==> src/rtl/pqte_pkg.sv <==
// pqte_pkg: shared types, constants and helpers for the piecewise quintic
// trajectory evaluator. No dependencies; imported by every rtl module.

package pqte_pkg;

    // table geometry
    localparam int NUM_LINKS  = 3;
    localparam int NUM_COEFFS = 6;
    localparam int NUM_SEGS   = 2;
    localparam int TBL_DEPTH  = NUM_LINKS * NUM_SEGS * NUM_COEFFS;
    localparam int ADDR_W     = $clog2(TBL_DEPTH);
    localparam int K_W        = $clog2(NUM_COEFFS);

    // field widths
    localparam int LINK_W = 2;
    localparam int POW_W  = 3;
    localparam int COEF_W = 32;
    localparam int T_W    = 20;
    localparam int T_FRAC = 17;

    // accumulator: coefficients grow by at most a factor of eight per power of t
    localparam int ACC_W = COEF_W + 3 * (NUM_COEFFS - 1) + 1;
    // the multiply by t is split into a low unsigned part and a high signed part
    localparam int LO_W  = 24;
    localparam int HI_W  = ACC_W - LO_W;
    localparam int PLO_W = LO_W + T_W + 1;
    localparam int PHI_W = HI_W + T_W + 1;
    localparam int RND_W = PLO_W - T_FRAC;
    localparam int HI_SH = LO_W - T_FRAC;

    localparam logic signed [COEF_W-1:0] COEF_MAX = {1'b0, {(COEF_W-1){1'b1}}};
    localparam logic signed [COEF_W-1:0] COEF_MIN = {1'b1, {(COEF_W-1){1'b0}}};

    // opcodes
    localparam logic OP_LOAD = 1'b0;
    localparam logic OP_EVAL = 1'b1;

    // configuration register indexes
    localparam logic CFG_FIRST_DUR  = 1'b0;
    localparam logic CFG_SECOND_DUR = 1'b1;

    typedef enum logic [2:0] {
        S_IDLE,
        S_READ_TOP,
        S_INIT,
        S_MUL,
        S_ACC,
        S_DONE
    } t_state;

    typedef struct packed {
        logic           load;
        logic           capture;
        logic           rd_en;
        logic [K_W-1:0] rd_k;
        logic           init_acc;
        logic           mul;
        logic           acc_step;
        logic           emit;
    } t_dp_cmd;

    typedef struct packed {
        logic link_ok;
    } t_dp_status;

    function automatic logic [ADDR_W-1:0] coef_addr(
        input logic [LINK_W-1:0] link,
        input logic              seg,
        input logic [POW_W-1:0]  pw
    );
        int a;
        a = (int'(link) * NUM_SEGS + int'(seg)) * NUM_COEFFS + int'(pw);
        return ADDR_W'(a);
    endfunction

endpackage

==> src/rtl/pqte_ctrl.sv <==
// pqte_ctrl: sequencer for the evaluator; steps the horner loop over the
// coefficient table. Depends on pqte_pkg; drives pqte_datapath by command struct.

module pqte_ctrl import pqte_pkg::*; (
    input  logic       i_clk,
    input  logic       i_rst_n,
    input  logic       start,
    input  logic       i_opcode,
    input  t_dp_status i_status,
    output t_dp_cmd    o_cmd,
    output logic       busy
);

    localparam logic [K_W-1:0] K_TOP = K_W'(NUM_COEFFS - 1);

    t_state         r_state, n_state;
    logic [K_W-1:0] r_k, n_k;

    always_ff @(posedge i_clk) begin
        if (!i_rst_n) begin
            r_state <= S_IDLE;
            r_k     <= '0;
        end else begin
            r_state <= n_state;
            r_k     <= n_k;
        end
    end

    always_comb begin
        n_state = r_state;
        n_k     = r_k;
        o_cmd   = '0;
        unique case (r_state)
            S_IDLE: begin
                if (start) begin
                    if (i_opcode == OP_EVAL) begin
                        o_cmd.capture = 1'b1;
                        n_state = i_status.link_ok ? S_READ_TOP : S_DONE;
                    end else begin
                        o_cmd.load = 1'b1;
                    end
                end
            end
            S_READ_TOP: begin
                o_cmd.rd_en = 1'b1;
                o_cmd.rd_k  = K_TOP;
                n_k         = K_TOP - K_W'(1);
                n_state     = S_INIT;
            end
            S_INIT: begin
                // top coefficient lands in the accumulator, fetch the next one
                o_cmd.init_acc = 1'b1;
                o_cmd.rd_en    = 1'b1;
                o_cmd.rd_k     = r_k;
                n_state        = S_MUL;
            end
            S_MUL: begin
                o_cmd.mul = 1'b1;
                n_state   = S_ACC;
            end
            S_ACC: begin
                o_cmd.acc_step = 1'b1;
                if (r_k == '0) begin
                    n_state = S_DONE;
                end else begin
                    o_cmd.rd_en = 1'b1;
                    o_cmd.rd_k  = r_k - K_W'(1);
                    n_k         = r_k - K_W'(1);
                    n_state     = S_MUL;
                end
            end
            S_DONE: begin
                o_cmd.emit = 1'b1;
                n_state    = S_IDLE;
            end
            default: begin
                n_state = S_IDLE;
            end
        endcase
    end

    assign busy = (r_state != S_IDLE);

endmodule

==> src/rtl/pqte_datapath.sv <==
// pqte_datapath: coefficient memory, duration registers, segment select,
// split multiply by t with rounding, accumulator and output saturation. Uses pqte_pkg.

module pqte_datapath import pqte_pkg::*; (
    input  logic                     i_clk,
    input  logic                     i_rst_n,
    input  t_dp_cmd                  i_cmd,
    output t_dp_status               o_status,
    input  logic                     i_cfg_we,
    input  logic                     i_cfg_index,
    input  logic [T_W-1:0]           i_cfg_data,
    input  logic [LINK_W-1:0]        i_link_index,
    input  logic                     i_segment_select,
    input  logic [POW_W-1:0]         i_power_index,
    input  logic signed [COEF_W-1:0] i_coefficient_value,
    input  logic [T_W-1:0]           i_time_value,
    output logic signed [COEF_W-1:0] o_joint_angle,
    output logic                     o_angle_saturated,
    output logic                     o_valid
);

    localparam logic signed [ACC_W-1:0] ACC_MAX = ACC_W'(COEF_MAX);
    localparam logic signed [ACC_W-1:0] ACC_MIN = ACC_W'(COEF_MIN);
    localparam logic [PLO_W-1:0]        HALF    = PLO_W'(1) << (T_FRAC - 1);

    logic signed [COEF_W-1:0] r_coef_mem [TBL_DEPTH];
    logic signed [COEF_W-1:0] r_rd_data;

    logic [T_W-1:0]           r_first_dur, r_second_dur;
    logic [T_W-1:0]           r_t;
    logic                     r_seg;
    logic [LINK_W-1:0]        r_link;
    logic signed [ACC_W-1:0]  r_acc;
    logic [RND_W-1:0]         r_lo_rnd;
    logic signed [PHI_W-1:0]  r_p_hi;

    logic                     n_seg;
    logic [T_W-1:0]           n_t;
    logic [T_W:0]             dur_sum;
    logic                     wr_ok;
    logic [PLO_W-1:0]         p_lo;
    logic signed [PHI_W-1:0]  p_hi;
    logic signed [ACC_W-1:0]  hi_term, lo_term, c_term, n_acc;

    assign o_status.link_ok = (32'(i_link_index) < NUM_LINKS);
    assign wr_ok = o_status.link_ok && (32'(i_power_index) < NUM_COEFFS);

    // configuration
    always_ff @(posedge i_clk) begin
        if (!i_rst_n) begin
            r_first_dur  <= '0;
            r_second_dur <= '0;
        end else if (i_cfg_we) begin
            case (i_cfg_index)
                CFG_FIRST_DUR:  r_first_dur  <= i_cfg_data;
                CFG_SECOND_DUR: r_second_dur <= i_cfg_data;
                default: ;
            endcase
        end
    end

    // coefficient table
    always_ff @(posedge i_clk) begin
        if (i_cmd.load && wr_ok) begin
            r_coef_mem[coef_addr(i_link_index, i_segment_select, i_power_index)]
                <= i_coefficient_value;
        end
        if (i_cmd.rd_en) begin
            r_rd_data <= r_coef_mem[coef_addr(r_link, r_seg, POW_W'(i_cmd.rd_k))];
        end
    end

    // segment choice: A up to the first duration, then B, then B held at its end
    assign dur_sum = {1'b0, r_first_dur} + {1'b0, r_second_dur};

    always_comb begin
        if (i_time_value <= r_first_dur) begin
            n_seg = 1'b0;
            n_t   = i_time_value;
        end else if ({1'b0, i_time_value} <= dur_sum) begin
            n_seg = 1'b1;
            n_t   = i_time_value - r_first_dur;
        end else begin
            n_seg = 1'b1;
            n_t   = r_second_dur;
        end
    end

    // acc * t split at bit LO_W; the high part is a whole multiple of 2^T_FRAC
    assign p_lo = PLO_W'(r_acc[LO_W-1:0]) * PLO_W'(r_t) + HALF;
    assign p_hi = PHI_W'(signed'(r_acc[ACC_W-1:LO_W])) * PHI_W'(signed'({1'b0, r_t}));

    assign hi_term = ACC_W'(r_p_hi) <<< HI_SH;
    assign lo_term = ACC_W'(signed'({1'b0, r_lo_rnd}));
    assign c_term  = ACC_W'(r_rd_data);
    assign n_acc   = hi_term + lo_term + c_term;

    always_ff @(posedge i_clk) begin
        if (i_cmd.capture) begin
            r_t    <= n_t;
            r_seg  <= n_seg;
            r_link <= i_link_index;
            r_acc  <= '0;
        end else if (i_cmd.init_acc) begin
            r_acc <= c_term;
        end else if (i_cmd.acc_step) begin
            r_acc <= n_acc;
        end
        if (i_cmd.mul) begin
            r_lo_rnd <= p_lo[PLO_W-1:T_FRAC];
            r_p_hi   <= p_hi;
        end
    end

    // result register, one-cycle strobe
    always_ff @(posedge i_clk) begin
        if (!i_rst_n) begin
            o_valid <= 1'b0;
        end else begin
            o_valid <= i_cmd.emit;
        end
    end

    always_ff @(posedge i_clk) begin
        if (i_cmd.emit) begin
            if (r_acc > ACC_MAX) begin
                o_joint_angle     <= COEF_MAX;
                o_angle_saturated <= 1'b1;
            end else if (r_acc < ACC_MIN) begin
                o_joint_angle     <= COEF_MIN;
                o_angle_saturated <= 1'b1;
            end else begin
                o_joint_angle     <= r_acc[COEF_W-1:0];
                o_angle_saturated <= 1'b0;
            end
        end
    end

endmodule

==> src/rtl/piecewise_quintic_trajectory_eval.sv <==
// piecewise_quintic_trajectory_eval: top level, joins pqte_ctrl and pqte_datapath.
// Depends on pqte_pkg.

// A load beat (opcode 0) writes one coefficient in the accept cycle and busy
// stays low, so loads may follow every cycle. An evaluate beat (opcode 1)
// raises busy for READ_TOP (top coefficient read), INIT (accumulator load
// and next read), a MUL and an ACC step for each remaining coefficient, and
// DONE, set by the registered table read and the split horner step. The
// angle then appears on o_joint_angle/o_angle_saturated for exactly one
// cycle with o_valid high, in the first cycle with busy low; it is not held
// and cannot be stalled. An evaluate of an unused link gives angle 0. The
// user writes durations through i_cfg_we/i_cfg_index/i_cfg_data only while
// busy is low; the block itself does not enforce this.

module piecewise_quintic_trajectory_eval import pqte_pkg::*; (
    input  logic                     i_clk,
    input  logic                     i_rst_n,
    input  logic                     start,
    output logic                     busy,
    input  logic                     i_cfg_we,
    input  logic                     i_cfg_index,
    input  logic [T_W-1:0]           i_cfg_data,
    input  logic                     i_opcode,
    input  logic [LINK_W-1:0]        i_link_index,
    input  logic                     i_segment_select,
    input  logic [POW_W-1:0]         i_power_index,
    input  logic signed [COEF_W-1:0] i_coefficient_value,
    input  logic [T_W-1:0]           i_time_value,
    output logic                     o_valid,
    output logic signed [COEF_W-1:0] o_joint_angle,
    output logic                     o_angle_saturated
);

    t_dp_cmd    cmd;
    t_dp_status status;

    pqte_ctrl u_ctrl (
        .i_clk    (i_clk),
        .i_rst_n  (i_rst_n),
        .start    (start),
        .i_opcode (i_opcode),
        .i_status (status),
        .o_cmd    (cmd),
        .busy     (busy)
    );

    pqte_datapath u_dp (
        .i_clk               (i_clk),
        .i_rst_n             (i_rst_n),
        .i_cmd               (cmd),
        .o_status            (status),
        .i_cfg_we            (i_cfg_we),
        .i_cfg_index         (i_cfg_index),
        .i_cfg_data          (i_cfg_data),
        .i_link_index        (i_link_index),
        .i_segment_select    (i_segment_select),
        .i_power_index       (i_power_index),
        .i_coefficient_value (i_coefficient_value),
        .i_time_value        (i_time_value),
        .o_joint_angle       (o_joint_angle),
        .o_angle_saturated   (o_angle_saturated),
        .o_valid             (o_valid)
    );

endmodule

==> config.mk <==
export PLATFORM = sky130hd
export DESIGN_NAME = piecewise_quintic_trajectory_eval
export DESIGN_NICKNAME = d
export VERILOG_FILES = /design/src/rtl/pqte_pkg.sv /design/src/rtl/pqte_ctrl.sv /design/src/rtl/pqte_datapath.sv /design/src/rtl/piecewise_quintic_trajectory_eval.sv
export SDC_FILE = /design/constraint.sdc
export NUM_CORES = 2
export LEC_CHECK = 0
export BUFFER_PORTS_ARGS = -buffer_cell sky130_fd_sc_hd__buf_2
export CORE_MARGIN = 4
export CORE_UTILIZATION = 44
export DETAILED_ROUTE_END_ITERATION = 16
export PLACE_DENSITY = 0.56
export SLEW_MARGIN = 20
export SYNTH_ARGS = -nofsm -noshare
export SYNTH_HDL_FRONTEND = slang
export SYNTH_HIERARCHICAL = 1
export SYNTH_SLANG_ARGS = --single-unit
export TNS_END_PERCENT = 30
==> constraint.sdc <==
create_clock -name i_clk -period 19.8 [get_ports i_clk]
set_input_delay 0.99 -clock i_clk [delete_from_list [all_inputs] [get_ports i_clk]]
set_output_delay 0.99 -clock i_clk [all_outputs]
set_load 0.02 [all_outputs]
* Word-level counts from Yosys, hierarchy flattened
Memories as Yosys holds them, arrays and structs flattened. A register that Yosys moved wholly into a read port is not among the register bits. Cells that the tools add are included.
Word-level totals: word-level logic and storage cells 80, output and inout port bits 35, flip-flop bits (word level) 220, RAM bits 1152, input port bits 84, memories 1
Cells by class: $mul 4, reductions and logical operators 11, mux-type cells 26, bitwise gates (word level) 1, equality and inequality tests 8, $add $sub $neg 10, $lt $le $gt $ge 6
Memories:
- u_dp.r_coef_mem | words 36, bits a word 32, read ports 1, clocked after Yosys merged registers in 1, wr ports 1, line pqte_datapath.sv:26 | logic signed [COEF_W-1:0] r_coef_mem [TBL_DEPTH];
Operators with widths (number):
- 2-to-1 mux 48 bit | 2
- multiplier 32 x 3 -> 5 bit, second input constant | 2
- adder 48 x 29 -> 48 bit | 1
- adder 48 x 32 -> 48 bit | 1
- greater-than comparator 48 x 32 -> 1 bit, second input constant | 1
- less-than comparator 48 x 32 -> 1 bit, second input constant | 1
- adder 44 x 17 -> 45 bit, second input constant | 1
- multiplier 24 x 20 -> 44 bit | 1
- multiplier 24 x 21 -> 41 bit | 1
- 2-to-1 mux 20 bit | 2
- 2-to-1 mux 32 bit | 1
- adder 20 x 20 -> 21 bit | 1
- <= comparator 20 x 21 -> 1 bit | 1
- <= comparator 20 bit | 1
- subtractor 20 bit | 1
- 2-to-1 mux 3 bit | 5
- one-hot mux 3 bit (5 select lines) | 1
- adder 6 x 4 -> 6 bit | 2
- one-hot mux 4 bit (3 select lines) | 1
- 2-to-1 mux 1 bit | 10
- adder 3 x 1 -> 4 bit | 2
- AND reduction 2 bit | 4
- == test 3 x 2 -> 1 bit, second input constant | 2
- == test 3 bit, second input constant | 2
- 13 further kinds | 19

* Longest topological paths before layout
depth in word-level cells 6, mapped depth 28, depth with buffers taken out 26

* Cells and area by module
Netlist, hierarchy kept.
By module, submodules not included:
- pqte_datapath | sequential area each 41089.4 um^2, cells an instance 6736, instances 1, area each 90609.4 um^2
- pqte_ctrl | sequential area each 120.1 um^2, cells an instance 66, instances 1, area each 478.0 um^2

* Worst setup path before layout
OpenSTA, ideal clock, no wires.
path kind register to register, start point register u_dp.r_t[5], end point register u_dp.r_lo_rnd[25] (data pin), setup slack 12.983 ns, cell stages (with the launch flop) 27, clock period less this slack 6.817 ns, data required time 19.538 ns, arrival 6.555 ns, library setup time 0.262 ns, path buffers 2, path through edfxtp_1 > clkbuf_1 > clkbuf_1 > nand2_1 > fa_1 > inv_1 > fa_1 > inv_1 > fa_1 > inv_1 > fa_1 > fa_1 > fa_1 > inv_1 > fa_1 > inv_1 > ha_1 > a21oi_1 > o21ai_1 > a21oi_1 > o21ai_0 > a2111oi_0 > a211o_1 > nor2_1 > o41ai_1 > o21bai_1 > xor2_1
On the way: longest elaborated chain between the ends 2
Ends and longest elaborated chain:
- from (decl) | line pqte_datapath.sv:30 | logic [T_W-1:0] r_t;
- from (signal assigned) | line pqte_datapath.sv:100 | r_t <= n_t;
- multiplier 24 x 20 -> 44 bit | line pqte_datapath.sv:90 | assign p_lo = PLO_W'(r_acc[LO_W-1:0]) * PLO_W'(r_t) + HALF;
- adder 44 x 17 -> 45 bit | line pqte_datapath.sv:90
- net u_dp.p_lo[42] | line pqte_datapath.sv:41 | logic [PLO_W-1:0] p_lo;
- to (signal assigned) | line pqte_datapath.sv:110 | r_lo_rnd <= p_lo[PLO_W-1:T_FRAC];
- to (decl) | line pqte_datapath.sv:34 | logic [RND_W-1:0] r_lo_rnd;
The timed path passes the listed nets, and every way through them passes these cells. A chain may end at the register's enable or synchronous reset.

* Worst setup path after layout
start point register u_dp.r_acc[10], end point register u_dp.r_lo_rnd[25] (data pin)
On the way: longest elaborated chain between the ends 2
Ends and longest elaborated chain:
- from (decl) | line pqte_datapath.sv:33 | logic signed [ACC_W-1:0] r_acc;
- from (signal assigned) | line pqte_datapath.sv:105 | r_acc <= c_term;
- from (signal assigned) | line pqte_datapath.sv:107 | r_acc <= n_acc;
- multiplier 24 x 20 -> 44 bit | line pqte_datapath.sv:90
- adder 44 x 17 -> 45 bit | line pqte_datapath.sv:90
- net u_dp.p_lo[42] | line pqte_datapath.sv:41
The timed path passes the listed nets, and every way through them passes these cells.

==> implementation parameters <==
Parameter                              Value

Outcome
  Outcome ... completed

Clocking
  Max H-tree Level ... 4
  CTS tree ... built
  Total clock buffers created by CTS ... 150
  Clock input transition at the sequential cells of the worst setup and hold paths ... about 0.06 ns
  Total number of clock tree sinks ... 1404
  Maximum root-to-sink buffer count ... 3
  Cells resized by post-CTS repair ... 0
  Number of hold buffers added after cts ... 0
  Number of buffers added for setup after CTS ... 0
  Clk Latency, worst-skew pair ... roughly 0.8 ns
  Root cell of the clock tree ... sky130_fd_sc_hd__clkbuf_16

Timing
  Final critical-path required period ... approximately 7.9 ns
  Unrepaired setup endpoints after global routing ... false
  Layout Skew ... between 0.07 and 0.08 ns
  Number of failing hold endpoints at the final stage ... 0
  Setup_tns ... 0 ns
  Final-report max-slew violation count ... 0
  Part of the cycle the worst path needs ... 0.398
  Max Clk Rate ... around 130 MHz
  Worst setup slack after layout ... roughly 12 ns
  Setup-violating endpoint count in the final report ... 0
  Tightest slew margin relative to the limit ... 0.218
  Worst Tran Pin Value ... ~1.2 ns

Synth
  Most area-consuming cells after synthesis ... sky130_fd_sc_hd__edfxtp_1, sky130_fd_sc_hd__fa_1, sky130_fd_sc_hd__mux4_2
  Share of flip-flops with an asynchronous set or reset ... 0
  Number of flip-flops and latches in the synthesized netlist ... about 1400
  Prevailing post-synth register cell ... sky130_fd_sc_hd__edfxtp_1
  Warnings, synthesis ... 6
  Average footprint of a synthesized cell ... around 13 um2
  Area share of the leading cell type in the synthesized netlist ... 0.432
  Share of the yosys chip area belonging to registers ... 0.452
  Number of enable-type register cells in the synthesized netlist ... roughly 1300
  Count of cell types in the netlist ... a little under 90
  Post-synth design cell area ... approximately 91000 um2
  Cells after synthesis ... 6802
  Post-Synthesis Net Count ... between 8000 and 9000
  Library cell with the largest summed area after synthesis ... sky130_fd_sc_hd__edfxtp_1

Drt
  Total wirelength of the detailed-routed design ... ~240 mm
  Residual DRC count ... 0
  Via count ... around 54000
  First DRT Iteration DRCs ... about 4500
  Post-detailed-route count of antenna-violating nets ... 0
  Vias per Instance ... ~5.5
  Post-detailed-route wirelength per cell ... between 20 and 30 um
  Router iterations before antenna repair ... 6

Setup path
  Data required, critical path ... ~20 ns
  Crit path capture type ... register
  Worst EP arrival ... between 8 and 9 ns
  Type of origin of the critical path ... register
  Worst Path Class, Setup ... reg -> reg
  Crit-path max FO ... 22

Die
  Die Y ... around 460 um
  Number of placement rows ... approximately 170
  Horizontal die dimension ... between 400 and 500 um
  Core region area ... between 200000 and 250000 um2
  Number of top-level design ports ... approximately 120
  Effective utilization at floorplan ... 0.444
  DIE AREA ... roughly 210000 um2

Placement
  Final Wtd Congestion ... 0.859
  Worst-case setup slack after placement ... 12.00 ns
  Port-buffer cells ... 118
  Detail Placement HPWL ... between 150 and 200 mm

Cells and area
  Commonest cells after routing, fill and taps aside ... sky130_fd_sc_hd__edfxtp_1, sky130_fd_sc_hd__inv_1, sky130_fd_sc_hd__fa_1
  Leading cell type in the layout, fill and taps excluded ... sky130_fd_sc_hd__edfxtp_1
  Area growth syn-to-layout ... 9.76%
  Filler Cell Count ... roughly 18000
  Share of final-layout standard cells stronger than drive strength 1 ... 0.129
  Layout Nets ... roughly 8300

Global routing
  Pin count of the biggest net entering global routing ... ~120
  Gr usage total ... 0.229
  First-pass GRT wire length ... 369 mm
  Antenna violations before repair ... 23
  Via count of the first global-routing pass ... about 57000
  Overflow after GRT ... 0

Min path
  Hold Path Class ... in -> reg

Job
  Max_cap viols ... 0
==> metrics by stage <==
stage / hold WS [ns] / util / area, um2 / std cells
detailed placement: 0.490 / 0.463 / 95000 / 9394
CTS: 0.398 / 0.487 / 100000 / 9670
finish: 0.475 / 0.487 / 100000 / 9672
floorplan: 0.455 / - / 91100 / 6802
global placement: 0.481 / 0.463 / 95000 / 9394
global route: 0.417 / 0.487 / 100000 / 9671
==> flip-flops by register name (all words and copies together), names as in the netlist <==
| register | cells |
|---|---|
| u_ctrl/r_k | 3 |
| u_ctrl/r_state | 3 |
| u_dp/o_angle_saturated | 1 |
| u_dp/o_joint_angle | 32 |
| u_dp/o_valid | 1 |
| u_dp/r_acc | 48 |
| u_dp/r_coef_mem | 1152 |
| u_dp/r_first_dur | 20 |
| u_dp/r_link | 2 |
| u_dp/r_lo_rnd | 28 |
| u_dp/r_p_hi | 41 |
| u_dp/r_rd_data | 32 |
| u_dp/r_second_dur | 20 |
| u_dp/r_seg | 1 |
| u_dp/r_t | 20 |
==> layout make-up <==
class	instances	area, um2	area share
sequential	1404	41200	0.412
clock buffer	184	3920	0.0392
antenna	2	5.00	0.0000501
inverter	974	3660	0.0366
multi-input combinational	4083	45200	0.452
tap	2688	3360	0.0336
clock inverter	92	1040	0.0104
timing repair buffer	245	1580	0.0158
==> worst max-delay path, cell delays in order (launching register included) <==
cell and delay [ns]:
sky130_fd_sc_hd__dfxtp_1 1.07, sky130_fd_sc_hd__nand2_1 0.20, sky130_fd_sc_hd__fa_1 0.56, sky130_fd_sc_hd__fa_1 0.59
sky130_fd_sc_hd__fa_1 0.45, sky130_fd_sc_hd__fa_1 0.55, sky130_fd_sc_hd__inv_1 0.05, sky130_fd_sc_hd__fa_1 0.45
sky130_fd_sc_hd__fa_1 0.49, sky130_fd_sc_hd__inv_1 0.05, sky130_fd_sc_hd__fa_1 0.47, sky130_fd_sc_hd__inv_1 0.05
sky130_fd_sc_hd__ha_1 0.31, sky130_fd_sc_hd__a211oi_1 0.26, sky130_fd_sc_hd__nand2_1 0.10, sky130_fd_sc_hd__a41oi_1 0.17
sky130_fd_sc_hd__a31oi_1 0.24, sky130_fd_sc_hd__o21ai_0 0.51, sky130_fd_sc_hd__a211o_1 0.27, sky130_fd_sc_hd__nor2_1 0.09
sky130_fd_sc_hd__o41ai_1 0.42, sky130_fd_sc_hd__o21bai_1 0.15, sky130_fd_sc_hd__xor2_1 0.16
==> path summary, 6_finish.rpt <==
check / start / to / slack, ns / cells after the start
setup / recovery: u_dp/r_acc[10] / u_dp/r_lo_rnd[25] / 11.92 / 22
hold / removal: i_cfg_data[8] / u_dp/r_second_dur[8] / 0.47 / 3
setup reg to reg: u_dp/r_acc[10] / u_dp/r_lo_rnd[25] / 11.92 / 22
hold reg to reg: u_dp/r_first_dur[13] / u_dp/r_first_dur[13] / 0.50 / 2
==> cell usage after synthesis (all sizes together), types with 6 or more instances <==
library cell  instances
a211oi               18
a21boi               46
a21o                 95
a21oi               183
a221oi               12
a311oi                6
a31oi                16
and2                539
and3                 12
buf                  53
clkbuf              288
dfxtp                95
edfxtp             1309
fa                  880
ha                  429
inv                 973
mux2i                63
mux4                352
nand2               656
nand2b               21
nand3                31
nand4                19
nor2                175
nor2b                28
nor3                 21
nor3b                 6
nor4                 14
o211ai               14
o21a                 19
o21ai               137
o21bai               27
o31ai                13
or2                   7
or3                  17
xnor2               114
xor2                 45
==> routing by layer <==
| metal | track usage | up-vias | wire (um) |
|---|---|---|---|
| li1 | - | 23312 | - |
| met1 | 0.314 | 28500 | 103000 |
| met2 | 0.393 | 1501 | 122000 |
| met3 | 0.0319 | 305 | 13700 |
| met4 | 0.0479 | 6 | 5020 |
| met5 | 0 | - | 38 |
==> kinds of logic (layout without fill, tap and decap cells) <==
logic type,Yosys count,in the layout,share of synthesized area
other,0,2,0
adders and majority gates,1309,1309,0.252
DFF,1404,1404,0.452
muxes,420,420,0.0946
buffers and inverters,1315,1495,0.0556
xor gates and xnor gates,159,159,0.0153
AOI/OAI and AO/OA,631,631,0.0451
and+or+nand+nor,1564,1564,0.0847
Power is left out: the tool's default activity adds up to more than one toggle a clock period on the data nets, which glitch-free logic cannot reach.
